### src/hdl/assert_macros.svh
// Assertion helpers shared by the RTL. They compile to nothing under SYNTHESIS.
`ifndef ASSERT_MACROS_SVH
`define ASSERT_MACROS_SVH

`ifndef SYNTHESIS

`define ASSERT_IMPLY(label, clk, rstn, ante, cons) \
    label: assert property (@(posedge clk) disable iff (!(rstn)) (ante) |-> (cons)) \
        else $error("assertion failed: same-cycle implication");

`define ASSERT_NEXT(label, clk, rstn, ante, cons) \
    label: assert property (@(posedge clk) disable iff (!(rstn)) (ante) |=> (cons)) \
        else $error("assertion failed: next-cycle implication");

`else

`define ASSERT_IMPLY(label, clk, rstn, ante, cons)

`define ASSERT_NEXT(label, clk, rstn, ante, cons)

`endif

`endif

### src/hdl/imusfp_pkg.sv
package imusfp_pkg;

    localparam int FRAME_BYTES = 11;
    localparam int SUM_BYTES   = 10;
    localparam int NUM_WORDS   = 14;
    localparam int FILL_W      = 4;
    localparam int IDX_W       = 4;
    localparam logic [7:0] HEADER_BYTE = 8'h55;

    // Register map, indexed by paddr[3:2].
    typedef enum logic [1:0] {
        REG_ACCEL = 2'd0,
        REG_GYRO  = 2'd1,
        REG_ANGLE = 2'd2,
        REG_QUAT  = 2'd3
    } reg_idx_t;

    typedef struct packed {
        logic [7:0] accel_code;
        logic [7:0] gyro_code;
        logic [7:0] angle_code;
        logic [7:0] quat_code;
    } cfg_t;

    typedef enum logic [1:0] {
        ST_IDLE,
        ST_STRIP,
        ST_CHECK,
        ST_EMIT
    } state_t;

    typedef struct packed {
        logic push;
        logic drop;
        logic commit;
        logic load_word;
    } dp_cmd_t;

    typedef struct packed {
        logic fill_empty;
        logic front_header;
        logic window_full;
        logic sum_ok;
        logic is_accel;
        logic emit_last;
        logic out_free;
    } dp_status_t;

endpackage

### src/hdl/imusfp_regs.sv
module imusfp_regs (
    input  logic                 aclk,
    input  logic                 aresetn,
    input  logic                 psel,
    input  logic                 penable,
    input  logic                 pwrite,
    input  logic [3:0]           paddr,
    input  logic [31:0]          pwdata,
    output logic [31:0]          prdata,
    output logic                 pready,
    output imusfp_pkg::cfg_t     cfg
);
    import imusfp_pkg::*;

    cfg_t     cfg_reg;
    cfg_t     cfg_next;
    reg_idx_t sel;
    logic     wr_en;

    assign sel    = reg_idx_t'(paddr[3:2]);
    assign pready = 1'b1;
    assign wr_en  = psel & penable & pwrite;
    assign cfg    = cfg_reg;

    always_comb begin
        cfg_next = cfg_reg;
        if (wr_en) begin
            case (sel)
                REG_ACCEL: cfg_next.accel_code = pwdata[7:0];
                REG_GYRO:  cfg_next.gyro_code  = pwdata[7:0];
                REG_ANGLE: cfg_next.angle_code = pwdata[7:0];
                REG_QUAT:  cfg_next.quat_code  = pwdata[7:0];
                default:   cfg_next = cfg_reg;
            endcase
        end
    end

    always_ff @(posedge aclk) begin
        if (!aresetn) begin
            cfg_reg.accel_code <= 8'd81;
            cfg_reg.gyro_code  <= 8'd82;
            cfg_reg.angle_code <= 8'd83;
            cfg_reg.quat_code  <= 8'd89;
        end else begin
            cfg_reg <= cfg_next;
        end
    end

    always_comb begin
        case (sel)
            REG_ACCEL: prdata = {24'd0, cfg_reg.accel_code};
            REG_GYRO:  prdata = {24'd0, cfg_reg.gyro_code};
            REG_ANGLE: prdata = {24'd0, cfg_reg.angle_code};
            REG_QUAT:  prdata = {24'd0, cfg_reg.quat_code};
            default:   prdata = 32'd0;
        endcase
    end

endmodule

### src/hdl/imusfp_dp.sv
module imusfp_dp (
    input  logic                     aclk,
    input  logic                     aresetn,
    input  imusfp_pkg::cfg_t         cfg,
    input  imusfp_pkg::dp_cmd_t      cmd,
    output imusfp_pkg::dp_status_t   status,
    input  logic [7:0]               rx_byte,
    output logic                     m_tvalid,
    input  logic                     m_tready,
    output logic [23:0]              m_tdata,
    output logic                     m_tlast,
    output logic [1:0]               m_tuser
);
    import imusfp_pkg::*;

    logic [7:0]        win_reg   [FRAME_BYTES];
    logic [7:0]        win_next  [FRAME_BYTES];
    logic [FILL_W-1:0] fill_reg, fill_next;
    logic [15:0]       val_reg   [NUM_WORDS];
    logic [15:0]       val_next  [NUM_WORDS];
    logic              gyro_flag_reg, gyro_flag_next;
    logic              quat_flag_reg, quat_flag_next;
    logic [IDX_W-1:0]  cnt_reg, cnt_next;

    logic              out_valid_reg, out_valid_next;
    logic [IDX_W-1:0]  out_idx_reg, out_idx_next;
    logic [15:0]       out_val_reg, out_val_next;
    logic              out_last_reg, out_last_next;
    logic [1:0]        out_user_reg, out_user_next;

    logic [7:0]  sum_lo, sum_hi, sum;
    logic [7:0]  frame_type;
    logic [15:0] word [4];
    logic        hit_accel, hit_gyro, hit_angle, hit_quat;

    // Checksum as two five-byte halves added at the end.
    assign sum_lo = win_reg[0] + win_reg[1] + win_reg[2] + win_reg[3] + win_reg[4];
    assign sum_hi = win_reg[5] + win_reg[6] + win_reg[7] + win_reg[8] + win_reg[9];
    assign sum    = sum_lo + sum_hi;

    assign frame_type = win_reg[1];
    assign hit_accel  = (frame_type == cfg.accel_code);
    assign hit_gyro   = (frame_type == cfg.gyro_code);
    assign hit_angle  = (frame_type == cfg.angle_code);
    assign hit_quat   = (frame_type == cfg.quat_code);

    always_comb begin
        for (int k = 0; k < 4; k++) begin
            word[k] = {win_reg[3 + 2 * k], win_reg[2 + 2 * k]};
        end
    end

    assign status.fill_empty   = (fill_reg == '0);
    assign status.front_header = (win_reg[0] == HEADER_BYTE);
    assign status.window_full  = (fill_reg == FILL_W'(FRAME_BYTES));
    assign status.sum_ok       = (sum == win_reg[SUM_BYTES]);
    assign status.is_accel     = hit_accel;
    assign status.emit_last    = (cnt_reg == IDX_W'(NUM_WORDS - 1));
    assign status.out_free     = !out_valid_reg || m_tready;

    always_comb begin
        win_next       = win_reg;
        fill_next      = fill_reg;
        val_next       = val_reg;
        gyro_flag_next = gyro_flag_reg;
        quat_flag_next = quat_flag_reg;
        cnt_next       = cnt_reg;

        if (cmd.push) begin
            for (int i = 0; i < FRAME_BYTES; i++) begin
                if (fill_reg == FILL_W'(i)) begin
                    win_next[i] = rx_byte;
                end
            end
            fill_next = fill_reg + 1'b1;
        end else if (cmd.drop) begin
            for (int i = 0; i < FRAME_BYTES - 1; i++) begin
                win_next[i] = win_reg[i + 1];
            end
            fill_next = fill_reg - 1'b1;
        end else if (cmd.commit) begin
            // Type codes may be equal; the first match in accel, gyro, angle,
            // quaternion order picks the slots to update.
            if (hit_accel) begin
                for (int k = 0; k < 4; k++) val_next[k] = word[k];
            end else if (hit_gyro) begin
                for (int k = 0; k < 3; k++) val_next[4 + k] = word[k];
                gyro_flag_next = 1'b1;
            end else if (hit_angle) begin
                for (int k = 0; k < 3; k++) val_next[7 + k] = word[k];
            end else if (hit_quat) begin
                for (int k = 0; k < 4; k++) val_next[10 + k] = word[k];
            end
            if (hit_quat) begin
                quat_flag_next = 1'b1;
            end
            fill_next = '0;
            cnt_next  = '0;
        end

        if (cmd.load_word) begin
            cnt_next = cnt_reg + 1'b1;
        end
    end

    always_comb begin
        out_valid_next = out_valid_reg;
        out_idx_next   = out_idx_reg;
        out_val_next   = out_val_reg;
        out_last_next  = out_last_reg;
        out_user_next  = out_user_reg;
        if (cmd.load_word) begin
            out_valid_next = 1'b1;
            out_idx_next   = cnt_reg;
            out_val_next   = val_reg[cnt_reg];
            out_last_next  = status.emit_last;
            out_user_next  = {quat_flag_reg, gyro_flag_reg};
        end else if (m_tready) begin
            out_valid_next = 1'b0;
        end
    end

    always_ff @(posedge aclk) begin
        if (!aresetn) begin
            fill_reg      <= '0;
            gyro_flag_reg <= 1'b0;
            quat_flag_reg <= 1'b0;
            cnt_reg       <= '0;
            out_valid_reg <= 1'b0;
            for (int i = 0; i < NUM_WORDS; i++) val_reg[i] <= '0;
        end else begin
            fill_reg      <= fill_next;
            gyro_flag_reg <= gyro_flag_next;
            quat_flag_reg <= quat_flag_next;
            cnt_reg       <= cnt_next;
            out_valid_reg <= out_valid_next;
            val_reg       <= val_next;
        end
    end

    always_ff @(posedge aclk) begin
        win_reg      <= win_next;
        out_idx_reg  <= out_idx_next;
        out_val_reg  <= out_val_next;
        out_last_reg <= out_last_next;
        out_user_reg <= out_user_next;
    end

    assign m_tvalid = out_valid_reg;
    assign m_tdata  = {4'd0, out_val_reg, out_idx_reg};
    assign m_tlast  = out_last_reg;
    assign m_tuser  = out_user_reg;

endmodule

### src/hdl/imusfp_ctrl.sv
module imusfp_ctrl (
    input  logic                     aclk,
    input  logic                     aresetn,
    input  logic                     s_tvalid,
    output logic                     s_tready,
    input  imusfp_pkg::dp_status_t   status,
    output imusfp_pkg::dp_cmd_t      cmd
);
    import imusfp_pkg::*;

    state_t state_reg, state_next;

    always_ff @(posedge aclk) begin
        if (!aresetn) begin
            state_reg <= ST_IDLE;
        end else begin
            state_reg <= state_next;
        end
    end

    always_comb begin
        state_next = state_reg;
        cmd        = '0;
        s_tready   = 1'b0;
        case (state_reg)
            ST_IDLE: begin
                s_tready = 1'b1;
                if (s_tvalid) begin
                    cmd.push   = 1'b1;
                    state_next = ST_STRIP;
                end
            end
            ST_STRIP: begin
                // Discard leading bytes until the window starts on a header.
                if (!status.fill_empty && !status.front_header) begin
                    cmd.drop = 1'b1;
                end else begin
                    state_next = ST_CHECK;
                end
            end
            ST_CHECK: begin
                state_next = ST_IDLE;
                if (status.window_full) begin
                    if (!status.sum_ok) begin
                        cmd.drop = 1'b1;
                    end else begin
                        cmd.commit = 1'b1;
                        if (status.is_accel) begin
                            state_next = ST_EMIT;
                        end
                    end
                end
            end
            ST_EMIT: begin
                if (status.out_free) begin
                    cmd.load_word = 1'b1;
                    if (status.emit_last) begin
                        state_next = ST_IDLE;
                    end
                end
            end
            default: begin
                state_next = ST_IDLE;
            end
        endcase
    end

endmodule

### src/hdl/imu_serial_frame_parser_top.sv
// Channel   Dir  Ports                           Payload
// s_        in   s_tvalid s_tready s_tdata[7:0]  one received byte per transfer
// m_        out  m_tvalid m_tready m_tdata ...   one stored raw word per transfer
// APB       in   psel penable pwrite paddr ...   four 8-bit frame type codes
//
// Each byte passes through the IDLE, STRIP and CHECK states; STRIP discards leading non-header bytes.
// A valid accel frame adds 14 word loads into the output register, one per
// cycle while m_tready keeps it free; a stalled output holds the loader.
// The last word may still wait in the output register while the next byte is taken.
// aresetn is synchronous; the byte window needs no clearing pass after reset.
`include "assert_macros.svh"

module imu_serial_frame_parser_top (
    input  logic        aclk,
    input  logic        aresetn,
    input  logic        s_tvalid,
    output logic        s_tready,
    input  logic [7:0]  s_tdata,   // [7:0] rx_byte
    output logic        m_tvalid,
    input  logic        m_tready,
    output logic [23:0] m_tdata,   // [3:0] word_index, [19:4] word_value, [23:20] zero
    output logic        m_tlast,   // last_word
    output logic [1:0]  m_tuser,   // [0] gyro_seen, [1] quat_seen
    input  logic        psel,
    input  logic        penable,
    input  logic        pwrite,
    input  logic [3:0]  paddr,
    input  logic [31:0] pwdata,
    output logic [31:0] prdata,
    output logic        pready
);
    import imusfp_pkg::*;

    cfg_t       cfg;
    dp_cmd_t    cmd;
    dp_status_t status;

    imusfp_regs u_regs (
        .aclk    (aclk),
        .aresetn (aresetn),
        .psel    (psel),
        .penable (penable),
        .pwrite  (pwrite),
        .paddr   (paddr),
        .pwdata  (pwdata),
        .prdata  (prdata),
        .pready  (pready),
        .cfg     (cfg)
    );

    imusfp_ctrl u_ctrl (
        .aclk     (aclk),
        .aresetn  (aresetn),
        .s_tvalid (s_tvalid),
        .s_tready (s_tready),
        .status   (status),
        .cmd      (cmd)
    );

    imusfp_dp u_dp (
        .aclk     (aclk),
        .aresetn  (aresetn),
        .cfg      (cfg),
        .cmd      (cmd),
        .status   (status),
        .rx_byte  (s_tdata),
        .m_tvalid (m_tvalid),
        .m_tready (m_tready),
        .m_tdata  (m_tdata),
        .m_tlast  (m_tlast),
        .m_tuser  (m_tuser)
    );

    // Between bytes the window never holds a complete frame.
    `ASSERT_IMPLY(a_idle_not_full, aclk, aresetn, s_tready, !status.window_full)
    // Loading the final word must raise tlast on the output register.
    `ASSERT_NEXT(a_last_flag, aclk, aresetn, cmd.load_word && status.emit_last, m_tlast && m_tvalid)
    // A consumed frame empties the window.
    `ASSERT_NEXT(a_commit_empties, aclk, aresetn, cmd.commit, status.fill_empty)

endmodule
### config.mk
export PLATFORM = sky130hd
export DESIGN_NAME = imu_serial_frame_parser_top
export DESIGN_NICKNAME = d
export VERILOG_FILES = /design/src/hdl/imusfp_pkg.sv /design/src/hdl/imusfp_regs.sv /design/src/hdl/imusfp_dp.sv /design/src/hdl/imusfp_ctrl.sv /design/src/hdl/imu_serial_frame_parser_top.sv
export VERILOG_INCLUDE_DIRS = /design/src /design/src/hdl
export SDC_FILE = /design/constraint.sdc
export NUM_CORES = 1
export LEC_CHECK = 0
export BUFFER_PORTS_ARGS = -buffer_cell sky130_fd_sc_hd__buf_2
export CAP_MARGIN = 25
export CELL_PAD_IN_SITES_DETAIL_PLACEMENT = 1
export CELL_PAD_IN_SITES_GLOBAL_PLACEMENT = 2
export CORE_MARGIN = 10
export CORE_UTILIZATION = 41
export DETAILED_ROUTE_END_ITERATION = 10
export MAX_ROUTING_LAYER = met4
export PLACE_DENSITY_LB_ADDON = 0.08
export SYNTH_ARGS = -nofsm -noshare
export SYNTH_HDL_FRONTEND = slang
export SYNTH_SLANG_ARGS = --single-unit
### constraint.sdc
create_clock -name aclk -period 8.1 [get_ports aclk]
set_input_delay 0.405 -clock aclk [delete_from_list [all_inputs] [get_ports aclk]]
set_output_delay 0.405 -clock aclk [all_outputs]
set_load 0.1 [all_outputs]
== Yosys cells after proc, flatten, opt, wreduce, memory -nomap -nowiden ==
Index checks and enable logic that the tools add are counted.
Widths: inputs -> output; s select.

* Bits in registers: 380
* Bits in latches: 0
* RAM bits: 0
* Bits in read-only memories: 0
* Input bits: 51
* Output and inout port bits: 62
* Logic and storage cells: 177
* Memories: 0

* $add $sub $neg: 12
* Multiply operators: 0
* Divide/modulo/power cells: 0
* Order comparisons: 1
* Equal/unequal tests: 40
* Shifts and indexed selects: 0
* Muxes and demuxes: 43
* Bitwise gates (word level): 8
* Reduce and logical (&&, ||, !) cells: 34

{| class="wikitable"
|+ Operators with widths
! operator !! number
|-
| $mux 80 || 2
|-
| $pmux 32 s4 || 1
|-
| $mux 8 || 10
|-
| $add 8x8->8 || 9
|-
| $bmux 16 s4 || 1
|-
| $eq 8x8->1 || 5
|-
| $mux 16 || 2
|-
| $reduce_and 2->1 || 15
|-
| $mux 4 || 6
|-
| $eq 4x4->1 const B || 5
|-
| $ne 2x1->1 const B || 10
|-
| $eq 4x3->1 const B || 4
|-
| $mux 2 || 8
|-
| $ne 2x2->1 const B || 6
|-
| $reduce_and 4->1 || 3
|-
| $mux 1 || 11
|-
| $add 4x1->4 const B || 2
|-
| $eq 2x2->1 const B || 4
|-
| $eq 4x2->1 const B || 2
|-
| $eq 8x7->1 const B || 1
|-
| $pmux 2 s4 || 1
|-
| $reduce_and 7->1 || 1
|-
| $reduce_and 6->1 || 1
|-
| $reduce_bool 2->1 || 3
|-
| other kinds (16) || 25
|}

== Logic depth before layout (Yosys ltp) ==
* Depth after elaboration: 13
* Depth in mapped cells: 24
* Mapped depth without buffers: 20

== By module ==
From an unflattened synthesis, not the netlist that was laid out.

* Cells, all modules: 1681
* Area, all modules: 18451.4 um^2

{| class="wikitable"
|+ By module, submodules not included
! module !! times used !! cells an instance !! area an instance (um^2) !! sequential area each (um^2)
|-
| imusfp_dp || 1 || 1495 || 16582.2 || 8037.7
|-
| imusfp_regs || 1 || 162 || 1649.1 || 640.6
|-
| imusfp_ctrl || 1 || 24 || 220.2 || 40.0
|}

== Worst setup path after synthesis ==
No wires, ideal clock.

* Path type: flip-flop to flip-flop
* From: register u_dp.win_reg[54] (netlist name)
* To: register u_dp.val_reg[48] (netlist name)
* Setup time: 0.126 ns
* Arrival: 5.516 ns
* Data required time: 7.974 ns
* Slack: 2.457 ns
* Cell stages (with the launch flop): 19
* Buffers on the path: 2
* Clock period less this slack: 5.643 ns
* Path through: edfxtp_1 > fa_1 > inv_1 > fa_1 > fa_1 > fa_1 > fa_1 > inv_1 > ha_1 > xnor2_1 > xor2_1 > a2111oi_0 > o221a_2 > and2_2 > nand3_2 > or4_1 > buf_2 > buf_2 > mux2i_1

* Word-level cells in the longest chain between the ends: 8
* Elaborated cells between the ends (all ways): 10
* Those cells by class: add/sub (2); eq/ne (1); mux (5); bitwise (1); reduce/logical (1)

{| class="wikitable"
|+ RTL lines
! what !! line !! text
|-
| start: declaration || imusfp_dp.sv:16 || <nowiki>logic [7:0] win_reg [FRAME_BYTES];</nowiki>
|-
| start signal: assignment || imusfp_dp.sv:142 || <nowiki>win_reg <= win_next;</nowiki>
|-
| $add 8x8->8 * || imusfp_dp.sv:37 || <nowiki>assign sum_lo = win_reg[0] + win_reg[1] + win_reg[2] + win_reg[3] + win_reg[4];</nowiki>
|-
| $add 8x8->8 * || imusfp_dp.sv:39 || <nowiki>assign sum = sum_lo + sum_hi;</nowiki>
|-
| $eq 8x8->1 * || imusfp_dp.sv:56 || <nowiki>assign status.sum_ok = (sum == win_reg[SUM_BYTES]);</nowiki>
|-
| $mux 1 || imusfp_ctrl.sv:44 || <nowiki>if (!status.sum_ok) begin</nowiki>
|-
| $mux 2 * || imusfp_ctrl.sv:43 || <nowiki>if (status.window_full) begin</nowiki>
|-
| $pmux 1 s2 || imusfp_ctrl.sv:25 || <nowiki>case (state_reg)</nowiki>
|-
| $not 1->1 (no line) || n/a ||
|-
| $reduce_and 7->1 (no line) * || n/a ||
|-
| end signal: assignment || imusfp_dp.sv:137 || <nowiki>val_reg <= val_next;</nowiki>
|-
| end: declaration || imusfp_dp.sv:19 || <nowiki>logic [15:0] val_reg [NUM_WORDS];</nowiki>
|}

Mark *: on every way between the ends. The rest lies on a longest branch, timed or not.
A chain may end at the register's enable or synchronous reset.

== Worst setup path after layout ==
* From: register u_dp.win_reg, in the netlist u_dp.frame_type[6]
* To: register u_dp.val_reg[27] (netlist name)

* Word-level cells in the longest chain between the ends: 11
* Elaborated cells between the ends (all ways): 20
* Those cells by class: add/sub (5); eq/ne (5); mux (5); bitwise (4); reduce/logical (1)

{| class="wikitable"
|+ RTL lines
! what !! line
|-
| $add 8x8->8 (4 in series) || imusfp_dp.sv:37
|-
| $add 8x8->8 || imusfp_dp.sv:39
|-
| $eq 8x8->1 || imusfp_dp.sv:56
|-
| $mux 1 || imusfp_ctrl.sv:44
|-
| $mux 2 || imusfp_ctrl.sv:43
|-
| $pmux 1 s2 || imusfp_ctrl.sv:25
|-
| $not 1->1 (no line) || n/a
|-
| $reduce_and 7->1 (no line) * || n/a
|}

Marks and branches as above.

==> flow_summary.ini <==
[sta]
rsz0062_at_grt = no
fmax_mhz = 146.1
hold_viol = 0
worst_slew_pin_slew_ns = 1.074
slew_headroom_pct = 28.37
skew_ns = 0.02077
period_needed_ns = 6.846
hold_slack_ns = 0.02353
setup_violations = 0
period_share_pct = 84.52
setup_slack_ns = 1.254
finalSetupTns_ns = 0
timing_max_transition_violations_final = 0

[floorplanning]
core_region_area_sq_um = 44410
ios = 113
floorplan.die.width_um = 232.6
dieArea_sq_um = 54100
rows = 77
die_h_um = 232.6
start_util_pct = 41.72

[clock_tree]
cts.repair.resized = 0
cts_setup_buffers = 0
cts_buffers = 46
clkSinkCount = 380
root_buffer = clkbuf_16
clockBufferDepth = 3
clk_pin_slew_ns = 0.06
htree_levels = 2
cts_tree = built
clk_latency_ns = 0.59
cts_hold_buffers = 6

[critical_path]
path_cells = fa_1 -> fa_1 -> inv_1 -> fa_1 -> fa_1 -> fa_1 -> inv_1 -> ha_1 -> xnor2_1 -> xor2_1 -> a2111oi_0 -> o221a_2 -> and2_2 -> nand3_2 -> or4_4 -> buf_4 -> mux2i_1
worstPathArrival_ns = 7.30
crit_fanout = 51
worstReg2RegStart = u_dp.frame_type[6]$_DFFE_PP_
crit_path_end_kind = flop
slowest_stage = or4_4
r2r_slack_ns = 1.25
max_stage_delay_ns = 0.99
setup.worst_path.start_class = flop
critical_path_class = flop to flop
path_common_cell = fa_1
reg2reg_depth = 17
cp.required_ns = 8.55
r2r_end = u_dp.val_reg[27]$_SDFFE_PN0P_

[logic_synthesis]
syn_area_per_cell_sq_um = 10.87
synth_edf_count = 111
syn_area_sq_um = 18530
ys_seq_area_share_pct = 47.05
ys_types = 53
ys_top_cells_by_count = 388 x nand2_1, 279 x mux2i_1, 269 x dfxtp_1
async_flop_share_pct = 0
synth_area_leaders = dfxtp_1 29%, edfxtp_1 18%, mux2i_1 15%
yosysMostFrequentCell = nand2_1
synth_top_area_share_pct = 29.06
ys_warn_count = 0
synth-seq-cells = 380
synth-main-ff-cell = dfxtp_1
yosysTopAreaCell = dfxtp_1
syn_inst = 1705

[global_route]
antenna_found_initial = 0
grt_max_degree = 96
grt_pass1_vias = 13230
overflow = 0
grt_pass1_wl_mm = 80.24
track_usage_pct = 19.63

[drt]
drt_iter0_markers = 701
wl_per_cell_um = 21.92
vias_per_cell = 5.249
drt-total-wl_mm = 51.37
drtPass1Iterations = 5
remaining_drc_errors = 0
ant_nets = 0
vias = 12300

[run]
cap_violations = 0

[final_layout]
largest_reg_flops = 224
multi_input_area_sq_um = 8940
layout.cells.non_filler = 2344
post_route_cells_drive_above_1_share_pct = 11.82
nFillCells = 4812
register_area_sq_um = 8725
diodes = 0
syn_to_final_growth_pct = 11.71
final_nets = 1837

[hold_path]
hold_end = u_dp.win_reg[5]$_DFFE_PP_
worst_hold_path.num_cells = 1
worstHoldPathType = input port to flop
min-delay-start = s_tdata[5]

[placed_design]
post-place-ws_ns = 1.256
gp_congestion = 0.8354
hpwl_mm = 35.06
portBuffers = 57
dpl.cell_count = 2253

[power]
power_uw = 7003
powerDensity_nw_per_um2 = 338.3
leakagePower_uw = 0.008527
vdd_drop_max_uv = 462.9

[status]
status = complete, no violations
[through the flow]
step	util (%)	instance area [sq um]
floorplan	-	18630
detailed placement	43.08	19130
finish	46.61	20700
CTS	46.61	20700
global route	46.61	20700
global placement	43.08	19130
[worst max path at each step]
stage                                     to                          from  cells after the start  slack [ns]
6_report       u_dp.val_reg[27]$_SDFFE_PN0P_  u_dp.frame_type[6]$_DFFE_PP_                     17        1.25
3_5_place_dp   u_dp.val_reg[48]$_SDFFE_PN0P_  u_dp.frame_type[6]$_DFFE_PP_                     17        1.26
5_1_grt        u_dp.val_reg[48]$_SDFFE_PN0P_  u_dp.frame_type[5]$_DFFE_PP_                     17        0.89
3_3_place_gp   u_dp.val_reg[27]$_SDFFE_PN0P_  u_dp.frame_type[6]$_DFFE_PP_                     17        1.36
2_1_floorplan  u_dp.val_reg[48]$_SDFFE_PN0P_    u_dp.win_reg[54]$_DFFE_PP_                     18        2.46
4_1_cts        u_dp.val_reg[48]$_SDFFE_PN0P_  u_dp.frame_type[6]$_DFFE_PP_                     17        1.18
[cells by family (layout without fill, tap and decap cells)]
logic type | count (synthesis) | after routing | share of synthesized area [%]
buffers and inverters | 220 | 240 | 5.381
other | 2 | 29 | 0.04053
multiplexers | 328 | 328 | 21.02
adder cells (fa/ha/maj) | 71 | 71 | 6.819
AO/OA/AOI/OAI | 179 | 179 | 6.495
flip-flops | 380 | 380 | 47.05
AND/OR/NAND/NOR | 466 | 466 | 10.29
XOR/XNOR | 59 | 59 | 2.903
[placed cells by master, fill, tap and decap left out, types with 8 or more instances in the layout]
cell / Yosys / layout
clkbuf_1: 83 / 9
a21o_1: 81 / 81
conb_1: 2 / 29
xnor2_1: 28 / 28
a21oi_1: 28 / 28
inv_1: 75 / 75
and3_1: 11 / 11
nand2_1: 388 / 386
buf_2: 17 / 56
mux4_2: 49 / 49
o21ai_0: 23 / 23
nand3_1: 13 / 13
clkinv_2: 0 / 10
fa_1: 50 / 50
xor2_1: 29 / 29
clkbuf_16: 0 / 48
buf_4: 34 / 15
nor2_1: 17 / 17
dfxtp_1: 269 / 266
clkbuf_8: 0 / 8
ha_1: 21 / 21
mux2i_1: 279 / 279
edfxtp_1: 111 / 111
o22ai_1: 19 / 19
[critical path, delay by kind of cell, from the launching register on]
family / cells / cell delay (ns)
fa+ha+maj: 6 / 2.89
simple gates: 3 / 1.38
compound gates: 2 / 0.77
flops: 1 / 0.59
buf+inv: 3 / 0.51
xor+xnor: 2 / 0.35
mux: 1 / 0.14
[final cells by class]
type | count | share of cell area, %
Timing Repair Buffer | 80 | 2.454
Multi-Input combinational cell | 1132 | 43.18
Clock buffer | 65 | 6.497
Tap cell | 592 | 3.578
Clock inverter | 20 | 0.7857
Inverter | 75 | 1.360
Sequential cell | 380 | 42.14
[layer usage]
metal,global-route usage (%),share of wire (%),wire length [um]
met1,25.90,47,24330
met2,32.05,48,24900
met3,2.227,2.7,1379
met4,4.240,1.5,762
met5,-,0,0
[report_power, final]
part / switching (uW) / internal (uW)
clock network: 837 / 1220
logic: 1620 / 1100
registers: 128 / 2100
total: 2580 / 4420
Power figures use the tool's default switching activity.
